### src/sv/wrcw_pkg.sv
`timescale 1ns / 1ps
// ----------------------------------------------------------------------------
// wrcw_pkg
// Types, codes and constants shared by the RIFF/WAVE chunk walker.
// ----------------------------------------------------------------------------
package wrcw_pkg;

  localparam logic [31:0] TAG_FMT     = 32'h2074_6D66;
  localparam logic [31:0] TAG_DATA    = 32'h6174_6164;
  localparam logic [31:0] FMT_MIN_LEN = 32'h0000_000E;
  localparam logic [32:0] FIRST_CHUNK = 33'd12;
  localparam logic [31:0] FMT_FIELDS  = 32'd12;
  localparam logic [3:0]  TAG_LAST    = 4'd11;
  localparam logic [3:0]  SIZE_FIRST  = 4'd4;
  localparam logic [3:0]  SIZE_LAST   = 4'd7;
  localparam logic [2:0]  HDR_LAST    = 3'd7;
  localparam logic [3:0]  FMT_CH_LO   = 4'd2;
  localparam logic [3:0]  FMT_CH_HI   = 4'd3;
  localparam logic [3:0]  FMT_RATE_LO = 4'd4;
  localparam logic [3:0]  FMT_RATE_HI = 4'd7;
  localparam logic [3:0]  FMT_BR_LO   = 4'd8;
  localparam logic [3:0]  FMT_BR_HI   = 4'd11;

  typedef enum logic [1:0] {
    ST_OK        = 2'd0,
    ST_BAD_TAG   = 2'd1,
    ST_FMT_SHORT = 2'd2,
    ST_NOT_FOUND = 2'd3
  } status_t;

  typedef enum logic [4:0] {
    PH_TAGS      = 5'b00001,
    PH_HEADER    = 5'b00010,
    PH_FMT_BODY  = 5'b00100,
    PH_EXHAUSTED = 5'b01000,
    PH_FINISHED  = 5'b10000
  } phase_t;

  typedef struct packed {
    logic [7:0] file_byte;
    logic       end_of_file;
  } byte_t;

  typedef struct packed {
    status_t     status;
    logic [15:0] channel_count;
    logic [31:0] sample_freq;
    logic [31:0] byte_rate;
    logic [31:0] payload_offset;
    logic [31:0] payload_size;
  } result_t;

  function automatic logic [7:0] riff_tag_byte(input logic [3:0] idx);
    logic [7:0] val;
    case (idx)
      4'd0:    val = 8'h52;
      4'd1:    val = 8'h49;
      4'd2:    val = 8'h46;
      4'd3:    val = 8'h46;
      4'd8:    val = 8'h57;
      4'd9:    val = 8'h41;
      4'd10:   val = 8'h56;
      4'd11:   val = 8'h45;
      default: val = 8'h00;
    endcase
    return val;
  endfunction

endpackage

### src/sv/wrcw_in_if.sv
`timescale 1ns / 1ps
// ----------------------------------------------------------------------------
// wrcw_in_if
// Byte stream channel: one file byte and its end-of-file mark per transaction.
// ----------------------------------------------------------------------------
interface wrcw_in_if;
  logic       valid;
  logic       ready;
  logic [7:0] file_byte;
  logic       end_of_file;

  modport source(output valid, output file_byte, output end_of_file, input ready);
  modport sink(input valid, input file_byte, input end_of_file, output ready);
endinterface

### src/sv/wrcw_out_if.sv
`timescale 1ns / 1ps
// ----------------------------------------------------------------------------
// wrcw_out_if
// Result channel: parse status and header fields, one result per transaction.
// ----------------------------------------------------------------------------
interface wrcw_out_if;
  logic        valid;
  logic        ready;
  logic [1:0]  status;
  logic [15:0] channel_count;
  logic [31:0] sample_freq;
  logic [31:0] byte_rate;
  logic [31:0] payload_offset;
  logic [31:0] payload_size;

  modport source(output valid, output status, output channel_count, output sample_freq,
                 output byte_rate, output payload_offset, output payload_size,
                 input ready);
  modport sink(input valid, input status, input channel_count, input sample_freq,
               input byte_rate, input payload_offset, input payload_size,
               output ready);
endinterface

### src/sv/wrcw_core.sv
`timescale 1ns / 1ps
// ----------------------------------------------------------------------------
// wrcw_core
// Per-byte header walk: tag check, chunk header capture, fmt field capture.
// ----------------------------------------------------------------------------
module wrcw_core (
  input  logic             clk,
  input  logic             rst,
  input  logic             step,
  input  wrcw_pkg::byte_t  item,
  output logic             res_valid,
  output wrcw_pkg::result_t res
);
  import wrcw_pkg::*;

  phase_t      phase, phase_next;
  logic [3:0]  tag_cnt, tag_cnt_next;
  logic [31:0] walk_size, walk_size_next;
  logic [32:0] walk_end, walk_end_next;
  logic [32:0] chunk_base, chunk_base_next;
  logic        walk_done, walk_done_next;
  logic [63:0] header_shift, header_shift_next;
  logic [2:0]  hdr_idx, hdr_idx_next;
  logic [31:0] skip, skip_next;
  logic [31:0] chunk_length, chunk_length_next;
  logic [3:0]  fmt_cnt, fmt_cnt_next;
  logic        fmt_seen, fmt_seen_next;
  logic        payload_seen, payload_seen_next;
  logic [15:0] saved_channels, saved_channels_next;
  logic [31:0] saved_rate, saved_rate_next;
  logic [31:0] saved_byte_rate, saved_byte_rate_next;
  logic [31:0] saved_offset, saved_offset_next;
  logic [31:0] saved_size, saved_size_next;

  logic [7:0]  b;
  logic [63:0] hdr_new;
  logic [31:0] len_sel;
  logic [33:0] next_base;
  logic        clamp;
  logic [32:0] adv_base;
  logic [31:0] adv_skip;
  logic        fire;
  status_t     fire_status;

  assign b       = item.file_byte;
  assign hdr_new = {b, header_shift[63:8]};
  assign len_sel = (phase == PH_FMT_BODY) ? chunk_length : hdr_new[63:32];
  assign next_base = {1'b0, chunk_base} + 34'd8 + {2'b00, len_sel};
  assign clamp    = next_base >= {1'b0, walk_end};
  assign adv_base = clamp ? walk_end : next_base[32:0];
  assign adv_skip = (phase == PH_FMT_BODY) ? (len_sel - FMT_FIELDS) : len_sel;

  always_comb begin
    phase_next           = phase;
    tag_cnt_next         = tag_cnt;
    walk_size_next       = walk_size;
    walk_end_next        = walk_end;
    chunk_base_next      = chunk_base;
    walk_done_next       = walk_done;
    header_shift_next    = header_shift;
    hdr_idx_next         = hdr_idx;
    skip_next            = skip;
    chunk_length_next    = chunk_length;
    fmt_cnt_next         = fmt_cnt;
    fmt_seen_next        = fmt_seen;
    payload_seen_next    = payload_seen;
    saved_channels_next  = saved_channels;
    saved_rate_next      = saved_rate;
    saved_byte_rate_next = saved_byte_rate;
    saved_offset_next    = saved_offset;
    saved_size_next      = saved_size;
    fire                 = 1'b0;
    fire_status          = ST_OK;

    case (phase)
      PH_TAGS: begin
        tag_cnt_next = tag_cnt + 4'd1;
        if (tag_cnt >= SIZE_FIRST && tag_cnt <= SIZE_LAST) begin
          walk_size_next = {b, walk_size[31:8]};
        end else if (b != riff_tag_byte(tag_cnt)) begin
          fire        = 1'b1;
          fire_status = ST_BAD_TAG;
          phase_next  = PH_FINISHED;
        end
        if (!fire && tag_cnt == TAG_LAST) begin
          walk_end_next   = {1'b0, walk_size} + 33'd8;
          chunk_base_next = FIRST_CHUNK;
          walk_done_next  = walk_end_next <= FIRST_CHUNK;
          hdr_idx_next    = '0;
          skip_next       = '0;
          phase_next      = PH_HEADER;
        end
      end
      PH_HEADER: begin
        if (walk_done) begin
          phase_next = PH_EXHAUSTED;
        end else if (skip != '0) begin
          skip_next = skip - 32'd1;
        end else begin
          header_shift_next = hdr_new;
          hdr_idx_next      = hdr_idx + 3'd1;
          if (hdr_idx == HDR_LAST) begin
            chunk_length_next = hdr_new[63:32];
            if (hdr_new[31:0] == TAG_FMT && !fmt_seen) begin
              if (hdr_new[63:32] < FMT_MIN_LEN) begin
                fire        = 1'b1;
                fire_status = ST_FMT_SHORT;
                phase_next  = PH_FINISHED;
              end else begin
                fmt_seen_next = 1'b1;
                fmt_cnt_next  = '0;
                phase_next    = PH_FMT_BODY;
              end
            end else if (hdr_new[31:0] == TAG_DATA && !payload_seen) begin
              saved_offset_next = chunk_base[31:0] + 32'd8;
              saved_size_next   = hdr_new[63:32];
              payload_seen_next = hdr_new[63:32] != '0;
              if (fmt_seen) begin
                fire        = 1'b1;
                fire_status = ST_OK;
                phase_next  = PH_FINISHED;
              end else begin
                chunk_base_next = adv_base;
                walk_done_next  = clamp;
                skip_next       = adv_skip;
              end
            end else begin
              chunk_base_next = adv_base;
              walk_done_next  = clamp;
              skip_next       = adv_skip;
            end
          end
        end
      end
      PH_FMT_BODY: begin
        fmt_cnt_next = fmt_cnt + 4'd1;
        if (fmt_cnt == FMT_CH_LO || fmt_cnt == FMT_CH_HI) begin
          saved_channels_next = {b, saved_channels[15:8]};
        end else if (fmt_cnt >= FMT_RATE_LO && fmt_cnt <= FMT_RATE_HI) begin
          saved_rate_next = {b, saved_rate[31:8]};
        end else if (fmt_cnt >= FMT_BR_LO && fmt_cnt <= FMT_BR_HI) begin
          saved_byte_rate_next = {b, saved_byte_rate[31:8]};
        end
        if (fmt_cnt == FMT_BR_HI) begin
          if (payload_seen) begin
            fire        = 1'b1;
            fire_status = ST_OK;
            phase_next  = PH_FINISHED;
          end else begin
            chunk_base_next = adv_base;
            walk_done_next  = clamp;
            skip_next       = adv_skip;
            hdr_idx_next    = '0;
            phase_next      = PH_HEADER;
          end
        end
      end
      default: begin
      end
    endcase

    if (item.end_of_file) begin
      if (!fire && phase_next != PH_FINISHED) begin
        fire        = 1'b1;
        fire_status = (phase_next == PH_TAGS) ? ST_BAD_TAG : ST_NOT_FOUND;
      end
      phase_next        = PH_TAGS;
      tag_cnt_next      = '0;
      walk_done_next    = 1'b0;
      hdr_idx_next      = '0;
      skip_next         = '0;
      fmt_cnt_next      = '0;
      fmt_seen_next     = 1'b0;
      payload_seen_next = 1'b0;
    end
  end

  assign res_valid = step && fire;

  always_comb begin
    res        = '0;
    res.status = fire_status;
    if (fire_status == ST_OK) begin
      res.channel_count  = saved_channels_next;
      res.sample_freq    = saved_rate_next;
      res.byte_rate      = saved_byte_rate_next;
      res.payload_offset = saved_offset_next;
      res.payload_size   = saved_size_next;
    end
  end

  always_ff @(posedge clk) begin
    if (rst) begin
      phase        <= PH_TAGS;
      tag_cnt      <= '0;
      walk_done    <= 1'b0;
      hdr_idx      <= '0;
      skip         <= '0;
      fmt_cnt      <= '0;
      fmt_seen     <= 1'b0;
      payload_seen <= 1'b0;
    end else if (step) begin
      phase        <= phase_next;
      tag_cnt      <= tag_cnt_next;
      walk_done    <= walk_done_next;
      hdr_idx      <= hdr_idx_next;
      skip         <= skip_next;
      fmt_cnt      <= fmt_cnt_next;
      fmt_seen     <= fmt_seen_next;
      payload_seen <= payload_seen_next;
    end
  end

  always_ff @(posedge clk) begin
    if (step) begin
      walk_size       <= walk_size_next;
      walk_end        <= walk_end_next;
      chunk_base      <= chunk_base_next;
      header_shift    <= header_shift_next;
      chunk_length    <= chunk_length_next;
      saved_channels  <= saved_channels_next;
      saved_rate      <= saved_rate_next;
      saved_byte_rate <= saved_byte_rate_next;
      saved_offset    <= saved_offset_next;
      saved_size      <= saved_size_next;
    end
  end

  a_last_restarts: assert property (@(posedge clk) disable iff (rst)
    (step && item.end_of_file) |=> (phase == PH_TAGS && tag_cnt == '0 && !fmt_seen))
    else $error("walk not restarted after last byte");

  a_result_finishes: assert property (@(posedge clk) disable iff (rst)
    (res_valid && !item.end_of_file) |=> (phase == PH_FINISHED))
    else $error("result without finishing the walk");

  a_ok_needs_fmt: assert property (@(posedge clk) disable iff (rst)
    (res_valid && res.status == ST_OK) |-> fmt_seen)
    else $error("ok status before fmt chunk");

  a_fail_zero: assert property (@(posedge clk) disable iff (rst)
    (res_valid && res.status != ST_OK) |->
      (res.channel_count == '0 && res.sample_freq == '0 && res.payload_size == '0))
    else $error("failure result carries fields");

endmodule

### src/sv/wrcw_out_reg.sv
`timescale 1ns / 1ps
// ----------------------------------------------------------------------------
// wrcw_out_reg
// Result holding register driving the result channel.
// ----------------------------------------------------------------------------
module wrcw_out_reg (
  input  logic              clk,
  input  logic              rst,
  input  logic              load,
  input  wrcw_pkg::result_t res,
  output logic              free,
  wrcw_out_if.source        result
);
  import wrcw_pkg::*;

  logic    valid;
  result_t held;

  assign free = !valid || result.ready;

  always_ff @(posedge clk) begin
    if (rst) begin
      valid <= 1'b0;
    end else if (load) begin
      valid <= 1'b1;
    end else if (result.ready) begin
      valid <= 1'b0;
    end
  end

  always_ff @(posedge clk) begin
    if (load) begin
      held <= res;
    end
  end

  assign result.valid          = valid;
  assign result.status         = held.status;
  assign result.channel_count  = held.channel_count;
  assign result.sample_freq    = held.sample_freq;
  assign result.byte_rate      = held.byte_rate;
  assign result.payload_offset = held.payload_offset;
  assign result.payload_size   = held.payload_size;

endmodule

### src/sv/wav_riff_chunk_walker.sv
// ----------------------------------------------------------------------------
// wav_riff_chunk_walker
// Result path: the byte is buffered, steps the walk, and its result is registered.
// Throughput: one byte per cycle while the output register is free, set by the walk update.
// A result waiting at the output holds the walk; one more byte is buffered.
// Reset: synchronous, clears the walk state; no clearing pass.
// ----------------------------------------------------------------------------
`timescale 1ns / 1ps
module wav_riff_chunk_walker (
  input  logic      clk,
  input  logic      rst,
  wrcw_in_if.sink   bytes,
  wrcw_out_if.source result
);
  import wrcw_pkg::*;

  logic    in_valid;
  byte_t   in_item;
  logic    step;
  logic    out_free;
  logic    res_valid;
  result_t res;

  assign step        = in_valid && out_free;
  assign bytes.ready = !in_valid || step;

  always_ff @(posedge clk) begin
    if (rst) begin
      in_valid <= 1'b0;
    end else if (bytes.ready) begin
      in_valid <= bytes.valid;
    end
  end

  always_ff @(posedge clk) begin
    if (bytes.valid && bytes.ready) begin
      in_item <= '{file_byte: bytes.file_byte, end_of_file: bytes.end_of_file};
    end
  end

  wrcw_core u_core (
    .clk       (clk),
    .rst       (rst),
    .step      (step),
    .item      (in_item),
    .res_valid (res_valid),
    .res       (res)
  );

  wrcw_out_reg u_out (
    .clk    (clk),
    .rst    (rst),
    .load   (res_valid),
    .res    (res),
    .free   (out_free),
    .result (result)
  );

endmodule

### src/flat_wrapper.sv
// flat-port wrapper written by rule: the top's interface ports become plain ports
module wav_riff_chunk_walker_flat import wrcw_pkg::*;
  (clk, rst, bytes_valid, bytes_file_byte, bytes_end_of_file, bytes_ready, result_valid, result_status, result_channel_count, result_sample_freq, result_byte_rate, result_payload_offset, result_payload_size, result_ready);
  wrcw_in_if bytes_i ();
  wrcw_out_if result_i ();
  input  logic clk;
  input  logic rst;
  input wire logic [$bits(bytes_i.valid)-1:0] bytes_valid;
  input wire logic [$bits(bytes_i.file_byte)-1:0] bytes_file_byte;
  input wire logic [$bits(bytes_i.end_of_file)-1:0] bytes_end_of_file;
  output wire logic [$bits(bytes_i.ready)-1:0] bytes_ready;
  output wire logic [$bits(result_i.valid)-1:0] result_valid;
  output wire logic [$bits(result_i.status)-1:0] result_status;
  output wire logic [$bits(result_i.channel_count)-1:0] result_channel_count;
  output wire logic [$bits(result_i.sample_freq)-1:0] result_sample_freq;
  output wire logic [$bits(result_i.byte_rate)-1:0] result_byte_rate;
  output wire logic [$bits(result_i.payload_offset)-1:0] result_payload_offset;
  output wire logic [$bits(result_i.payload_size)-1:0] result_payload_size;
  input wire logic [$bits(result_i.ready)-1:0] result_ready;
  assign bytes_i.valid = bytes_valid;
  assign bytes_i.file_byte = bytes_file_byte;
  assign bytes_i.end_of_file = bytes_end_of_file;
  assign bytes_ready = bytes_i.ready;
  assign result_valid = result_i.valid;
  assign result_status = result_i.status;
  assign result_channel_count = result_i.channel_count;
  assign result_sample_freq = result_i.sample_freq;
  assign result_byte_rate = result_i.byte_rate;
  assign result_payload_offset = result_i.payload_offset;
  assign result_payload_size = result_i.payload_size;
  assign result_i.ready = result_ready;
  wav_riff_chunk_walker u_core (.clk(clk), .rst(rst), .bytes(bytes_i), .result(result_i));
endmodule
### config.mk
export PLATFORM = sky130hd
export DESIGN_NAME = wav_riff_chunk_walker_flat
export DESIGN_NICKNAME = d
export VERILOG_FILES = /design/src/sv/wrcw_pkg.sv /design/src/sv/wrcw_in_if.sv /design/src/sv/wrcw_out_if.sv /design/src/sv/wrcw_core.sv /design/src/sv/wrcw_out_reg.sv /design/src/sv/wav_riff_chunk_walker.sv /design/src/flat_wrapper.sv
export SDC_FILE = /design/constraint.sdc
export NUM_CORES = 1
export LEC_CHECK = 0
export BUFFER_PORTS_ARGS = -buffer_cell sky130_fd_sc_hd__buf_4
export CORE_MARGIN = 1
export CORE_UTILIZATION = 60
export DETAILED_ROUTE_END_ITERATION = 6
export GPL_ROUTABILITY_DRIVEN = 0
export PLACE_DENSITY_LB_ADDON = 0.08
export REMOVE_ABC_BUFFERS = 1
export SLEW_MARGIN = 25
export SYNTH_ARGS = -nofsm -noshare
export SYNTH_HDL_FRONTEND = slang
export SYNTH_SLANG_ARGS = --single-unit
### constraint.sdc
create_clock -name clk -period 29.4 [get_ports clk]
set_clock_uncertainty 0.05 [all_clocks]
set_input_delay 5.88 -clock clk [delete_from_list [all_inputs] [get_ports clk]]
set_output_delay 5.88 -clock clk [all_outputs]
set_load 0.1 [all_outputs]
==> results of run 1 <==
[registers in the layout, summed over array words and instances, names as in the netlist, 5 cells and up, named ones only]
register                            cells
u_core.u_core.chunk_length             32
u_core.u_out.result.payload_size       32
u_core.u_core.walk_end                 33
u_core.u_core.saved_offset             32
u_core.u_core.saved_channels           16
u_core.u_core.phase                     5
u_core.u_core.chunk_base               33
u_core.u_core.skip                     32
u_core.u_core.header_shift             56
u_core.u_out.result.payload_offset     32
u_core.u_core.saved_size               32
u_core.in_item                          9
u_core.u_out.result.channel_count      16
u_core.u_core.saved_byte_rate          32
u_core.u_core.saved_rate               32
u_core.u_out.result.sample_freq        32
u_core.u_out.result.byte_rate          32
u_core.u_core.walk_size                32
[layer usage]
metal	up-vias	global-route usage, %	share of wire (%)
met1	9314	39.7	43
met3	151	5.32	8.1
li1	8812	-	-
met2	773	43.3	46
met4	0	10.1	3.3
met5	-	0	0
[per-stage QoR]
| step | util, % | cells | setup WS, ps | hold WS [ps] |
|---|---|---|---|---|
| 6_report | 69.1 | 3049 | 16930 | 393 |
| 5_1_grt | 69.1 | 3049 | 16870 | 399 |
| 4_1_cts | 69.1 | 3049 | 16940 | 394 |
| 3_5_place_dp | 65.1 | 2948 | 16950 | 380 |
| 3_3_place_gp | 65.1 | 2948 | 16970 | 377 |
| 2_1_floorplan | - | 2167 | 13120 | 367 |
[power groups by stage]
| stage | clock network (mW) | registers [mW] | logic, mW |
|---|---|---|---|
| 2_1_floorplan | 0 | 0.993 | 0.0597 |
| 3_3_place_gp | 0 | 0.885 | 0.209 |
| 3_5_place_dp | 0 | 0.885 | 0.211 |
| 4_1_cts | 0.711 | 0.869 | 0.212 |
| 5_1_grt | 0.741 | 0.870 | 0.222 |
| 6_report | 0.702 | 0.869 | 0.212 |
[worst min-delay path by stage]
stage	to	slack, ps	cells past startpoint
floorplan	u_core.u_core.header_shift[21]	370	0
global placement	u_core.u_core.header_shift[13]	380	0
detailed placement	u_core.u_core.header_shift[18]	380	0
CTS	u_core.u_core.header_shift[18]	390	0
global route	u_core.u_core.header_shift[18]	400	0
finish	u_core.u_core.header_shift[18]	390	0
[final cells by class]
type | instances | area [sq um]
Sequential cell | 544 | 15700
Fill cell | 3281 | 13700
Multi-Input combinational cell | 1555 | 10700
Clock buffer | 71 | 1470
Timing Repair Buffer | 189 | 1430
Tap cell | 592 | 741
Clock inverter | 30 | 333
Inverter | 68 | 260
[cells in the mapped netlist (13+ instances only)]
library cell / count
a211oi_1: 13
a21o_1: 19
a21oi_1: 150
a22oi_1: 17
and3_1: 163
buf_2: 20
clkbuf_1: 80
dfxtp_1: 59
edfxtp_1: 485
ha_1: 106
inv_1: 67
mux2_2: 126
nand2_1: 187
nand2b_1: 16
nand3_1: 57
nand4_1: 28
nor2_1: 153
nor2b_1: 19
nor3_1: 58
nor4_1: 21
o21ai_0: 74
or3_1: 14
xnor2_1: 82
xor2_1: 52
[kinds of logic (layout without fill, tap and decap cells)]
logic type,Yosys count,count (layout)
xor gates and xnor gates,134,134
and+or+nand+nor,791,791
muxes,138,138
buffers and inverters,178,358
DFF,544,544
adders and majority gates,107,107
AOI/OAI and AO/OA,385,385
[worst register-to-register path: stages (launching register included)]
cell	delay, ps
dfxtp_1	420
or3b_1	570
nor2_4	150
buf_4	580
nand2_1	120
nand2_1	150
ha_1	300
fa_1	500
a211oi_1	300
o211ai_1	240
a41oi_1	330
a21oi_1	230
o211ai_1	260
or4b_2	590
o311ai_0	190
ha_1	370
a21oi_1	130
o21ai_0	190
nor2_1	140
a211oi_1	110
a211oi_1	230
o21ai_1	170
nor2_4	820
mux2i_1	280
nor2_1	50
==> results.toml, run 1 <==
[grt]
grt_pass1_vias = 18099
grt_pass1_wl_um = 102000
grt_max_degree = 147
overflow = 0
grt_usage_pct = 28.0
antenna_found_initial = 0

[placed_design]
dp_hpwl_um = 43100
io_buffer_count = 160
dpl_cell_area_sq_um = 28800

[sta]
clock.fmax_ghz = 0.0802
tightest_slew_ps = 1070
maxSlewViolCount = 0
period_minus_slack_ps = 12470
hold_violations = 0
slew_headroom_pct = 28.4
setup_tns_ps = 0
setup_viol = 0
fin_crit_sh_pct = 42.4
rsz0062_at_grt = "false"

[pwr]
clkPwrFrac_pct = 39.4
p_total_mw = 1.78
p_leak_nw = 10.9
pwr-share-comb_pct = 11.9
powerDensity_nw_per_um2 = 58.2
p_sw_mw = 0.469
switching_share_pct = 26.3
seqPwrFrac_pct = 48.8
p_int_mw = 1.31
peakVddDrop_mv = 0.0599

[critical_path]
r2r_end = "u_core.u_core.chunk_base[0]"
startpoint = "result_ready"
r2r-start = "u_core.u_core.phase[1]"
critical_path_peak_fanout = 3
crit_buf_inv = 2
r2r_slack_ps = 21620
cp_slowest_cell = "buf_4"
cpMostUsedCell = "buf_4"
cpLargestDelayFamily = "buffers and inverters"
crit_end = "bytes_ready"
crit_cells = 4
cp-end-kind = "output pin"
reg2reg_depth = 24
critical_path.max_stage_delay_ps = 240
critical_path_class = "in2out"
worstSetupStartpointType = "primary input"
cp_cell_sequence = "buf_4 > nor2b_1 > nand2_1 > buf_4"
crit_required_ps = 23470
crit_arrival_ps = 6540

[final_layout]
final_nets = 2533
layout_common_cells = "edfxtp_1 (485), buf_4 (188), nand2_1 (187)"
area_growth_syn_to_layout_pct = 13.4
n_antenna_cell = 0
final_common_cell = "edfxtp_1"
fin_area_sq_um = 30600
drive_gt1_share_pct = 17.4

[floorplan]
die_w_um = 214
die-area_sq_um = 45900
io_pins = 161
rows = 77
core_sq_um = 44300
start_util_pct = 60.9
die_y_um = 214

[logic_synthesis]
yosysSeqAreaShare_pct = 58.3
yosysTopAreaCell = "edfxtp_1"
synth-edff-count = 485
synthXorXnorAreaFrac_pct = 4.35
ys_ff_latch = 544
synthCells = 2277
synthSimpleGateAreaFrac_pct = 15.3
synthTopCellsByArea = "edfxtp_1 (54%), mux2_2 (5.3%), ha_1 (4.9%)"
synth_compound_gate_area_share_pct = 8.82
ys.flop_type = "edfxtp_1"
synth_area_per_cell_sq_um = 11.9
yosys_warnings = 0
yosysUniqueCellTypes = 88
synthesis.area_sq_um = 27000
synthMuxAreaShare_pct = 5.70
postSynth.asyncResetShare_pct = 0
synthAdderAreaFrac_pct = 4.98
synth_top_family_by_area = "simple AND/OR/NAND/NOR gates"
synth_top_area_share_pct = 53.9

[route]
drcViolationCount = 0
wl_um = 65200
wl_per_cell_um = 21.4
dr.pass1.iters = 6
drt-initial-drc-count = 1720
via_per_inst = 6.25
drtAntennaViolNets = 0
vias = 19050

[clocking]
cts-root-buf = "clkbuf_16"
numCtsBuffers = 55
post-cts-setup-buffers = 0
cts_max_level = 2
cts_tree = "yes"
clock_path_buffers = 3
clk_pin_slew_ps = 60
post_cts_resized = 0
clk_latency_ps = 630
cts_num_sinks = 544
cts_hold_buf = 0

[run_status]
status = "finished clean"

[worst_hold_path]
min-delay-start = "u_core.u_core.header_shift[26]"
hp-class = "reg2reg"

[job]
max_cap_violations = 0
(Power assumes the default switching activity.)
==> run 2: changes to the inputs <==
--- a/config.mk
+++ b/config.mk
@@ -5,6 +5,7 @@
 export SDC_FILE = /design/constraint.sdc
 export NUM_CORES = 1
 export LEC_CHECK = 0
+export ABC_AREA = 1
 export BUFFER_PORTS_ARGS = -buffer_cell sky130_fd_sc_hd__buf_4
 export CORE_MARGIN = 1
 export CORE_UTILIZATION = 60
==> constraint.sdc (replaced) <==
create_clock -name clk -period 12.6 [get_ports clk]
set_clock_uncertainty 0.05 [all_clocks]
set_input_delay 2.52 -clock clk [delete_from_list [all_inputs] [get_ports clk]]
set_output_delay 2.52 -clock clk [all_outputs]
set_load 0.1 [all_outputs]
==> run 2 against run 1 <==
The flow now finishes with violations (DRC). Power grew 130%. Register-to-register slack lost 16000 ps. Die area grew 5.9%. Clock-buffer cell count grew 3. Worst setup slack lost 12000 ps. Non-clock buffer count shrank 11. Hold slack gained 4.7 ps. Via count grew 15%. Synthesized cell count grew 38%. Critical path type is now reg2reg. Critical endpoint is now u_core.u_core.chunk_base[8]. Highest routed layer unchanged.
==> results.toml, run 2 <==
[logic_synthesis]
yosysTopAreaCell = "edfxtp_1"
synth.most_common_cell = "nand2_1"
synthAdderAreaFrac_pct = 4.70
yosysUniqueCellTypes = 60
synth_area_per_cell_sq_um = 9.14
synthMuxAreaShare_pct = 0
yosysSeqAreaShare_pct = 55.0
synth-edff-count = 485
synth_compound_gate_area_share_pct = 8.96
synthCells = 3133
synthTopCellsByArea = "edfxtp_1 (51%), nand2_1 (7.5%), inv_1 (6.9%)"
synthesis.area_sq_um = 28600
synth_top_area_share_pct = 50.9
synth_top_family_by_area = "simple AND/OR/NAND/NOR gates"
yosys_warnings = 0
synthSimpleGateAreaFrac_pct = 19.6
synth_common_cells = "nand2_1 (572), inv_1 (528), edfxtp_1 (485)"
ys_ff_latch = 544
synthXorXnorAreaFrac_pct = 3.15
ys.flop_type = "edfxtp_1"
postSynth.asyncResetShare_pct = 0

[grt]
grt_pass1_wl_um = 112000
antenna_found_initial = 0
overflow = 0
grt_max_degree = 90
grt_pass1_vias = 21293
grt_usage_pct = 29.7

[critical_path]
crit_required_ps = 12910
cpMostUsedCell = "nand2_1"
crit_arrival_ps = 7510
critical_path_class = "reg2reg"
cp-end-kind = "flop"
cp_slowest_cell = "inv_2"
critical_path_peak_fanout = 43
worstSetupStartpointType = "flop"
critical_path.max_stage_delay_ps = 690

[pwr]
p_leak_nw = 14.0
p_total_mw = 4.17
powerDensity_nw_per_um2 = 130
pwr-share-comb_pct = 12.6
p_int_mw = 3.04
seqPwrFrac_pct = 48.9
switching_share_pct = 27.1
clkPwrFrac_pct = 38.5
p_sw_mw = 1.13
peakVddDrop_mv = 0.123

[route]
drcViolationCount = 4
vias = 21998
dr.pass1.iters = 7
wl_um = 71100
wl_per_cell_um = 18.1
drt-initial-drc-count = 2191
drtAntennaViolNets = 0
via_per_inst = 5.59

[placed_design]
dp_hpwl_um = 51100
dpl_cell_area_sq_um = 30400
dp_slack_ps = 5550
io_buffer_count = 160

[sta]
maxSlewViolCount = 0
rsz0062_at_grt = "false"
clock.fmax_ghz = 0.139
worst_slack_ps = 5390
fin_crit_sh_pct = 57.2
period_minus_slack_ps = 7210
slew_headroom_pct = 32.0
tightest_slew_ps = 1020
setup_viol = 0
hold_violations = 0
setup_tns_ps = 0

[final_layout]
final_common_cell = "nand2_1"
top_regs = "u_core.u_core.header_shift x56, u_core.u_core.chunk_base x33, u_core.u_core.walk_end x33"
largest_reg_flops = 56
seqCellArea_sq_um = 15700
final_nets = 3409
final.fill_count = 3683
layout_common_cells = "nand2_1 (572), inv_1 (526), edfxtp_1 (485)"
regMostFlops = "u_core.u_core.header_shift"
area_growth_syn_to_layout_pct = 12.3
fin_area_sq_um = 32100
drive_gt1_share_pct = 11.2
fin_util_pct = 68.6
multi_input_area_sq_um = 10400
n_antenna_cell = 0

[run_status]
violations = "DRC"
status = "finished with violations"

[clocking]
cts_num_sinks = 544
numCtsBuffers = 55
clk_latency_ps = 620
clock_path_buffers = 3
post-cts-setup-buffers = 0
cts-root-buf = "clkbuf_16"
cts_tree = "yes"
cts_hold_buf = 0
clk_pin_slew_ps = 60
cts_max_level = 2
post_cts_resized = 0

[job]
max_cap_violations = 0

[floorplan]
start_util_pct = 61.1
io_pins = 161
die_y_um = 220
die_w_um = 220
rows = 79
core_sq_um = 46900
die-area_sq_um = 48600

[worst_hold_path]
hp-class = "reg2reg"
==> run 2: cell types whose count changed in the layout (fill, tap and decap cells not counted), moves of 43 or more <==
cell and delta:
inv_1 +460, nor2_1 +263, nand3_1 +43, o21ai_0 +96, xnor2_1 -53, nand2_1 +385, and3_1 -161, mux2_2 -126
==> run 2: per-stage QoR <==
step           cells  hold slack, ps
2_1_floorplan   3054             376
3_3_place_gp    3836             382
3_5_place_dp    3838             390
4_1_cts         3934             398
5_1_grt         3935             409
6_report        3935             398
==> run 2: logic make-up after synthesis <==
family | after synthesis
compound gates | 460
fa+ha+maj | 107
xor+xnor | 103
buf+inv | 626
flops | 544
simple gates | 1293
==> run 2: worst paths after layout <==
kind                                  startpoint                              to  slack (ps)  cells past startpoint
setup / recovery          u_core.u_core.phase[4]     u_core.u_core.chunk_base[8]        5390                     35
hold / removal    u_core.u_core.header_shift[26]  u_core.u_core.header_shift[18]         400                      0
setup reg to reg          u_core.u_core.phase[4]     u_core.u_core.chunk_base[8]        5390                     35
hold reg to reg   u_core.u_core.header_shift[26]  u_core.u_core.header_shift[18]         400                      0
==> run 2: power groups by stage <==
stage,combinational [mW],sequential [mW],clock [mW]
floorplan,0.154,2.33,0
global placement,0.519,2.08,0
detailed placement,0.526,2.08,0
CTS,0.527,2.04,1.63
global route,0.556,2.04,1.70
finish,0.526,2.04,1.61
==> run 2: final cells by class <==
type	count	area share, %
tap	607	2.36
timing repair buffer	178	4.30
clock inverter	22	0.728
inverter	547	6.42
sequential	544	49.0
multi-input combinational	1963	32.5
clock buffer	74	4.72
==> run 2: worst max-delay path: cells and delay by family (launching register included) <==
| kind | cells | cell delay, ps |
|---|---|---|
| AO/OA/AOI/OAI | 8 | 1580 |
| flip-flops | 1 | 330 |
| AND/OR/NAND/NOR | 19 | 2520 |
| buffers and inverters | 4 | 1150 |
| adder cells (fa/ha/maj) | 4 | 1260 |
==> run 2: layer usage <==
| metal | GRT usage (%) | wire [um] | up-vias |
|---|---|---|---|
| met3 | 5.95 | 6160 | 173 |
| met5 | 0 | 0 | - |
| met1 | 40.0 | 29400 | 10365 |
| met4 | 12.6 | 2840 | 0 |
| li1 | - | - | 10593 |
| met2 | 47.1 | 32700 | 867 |
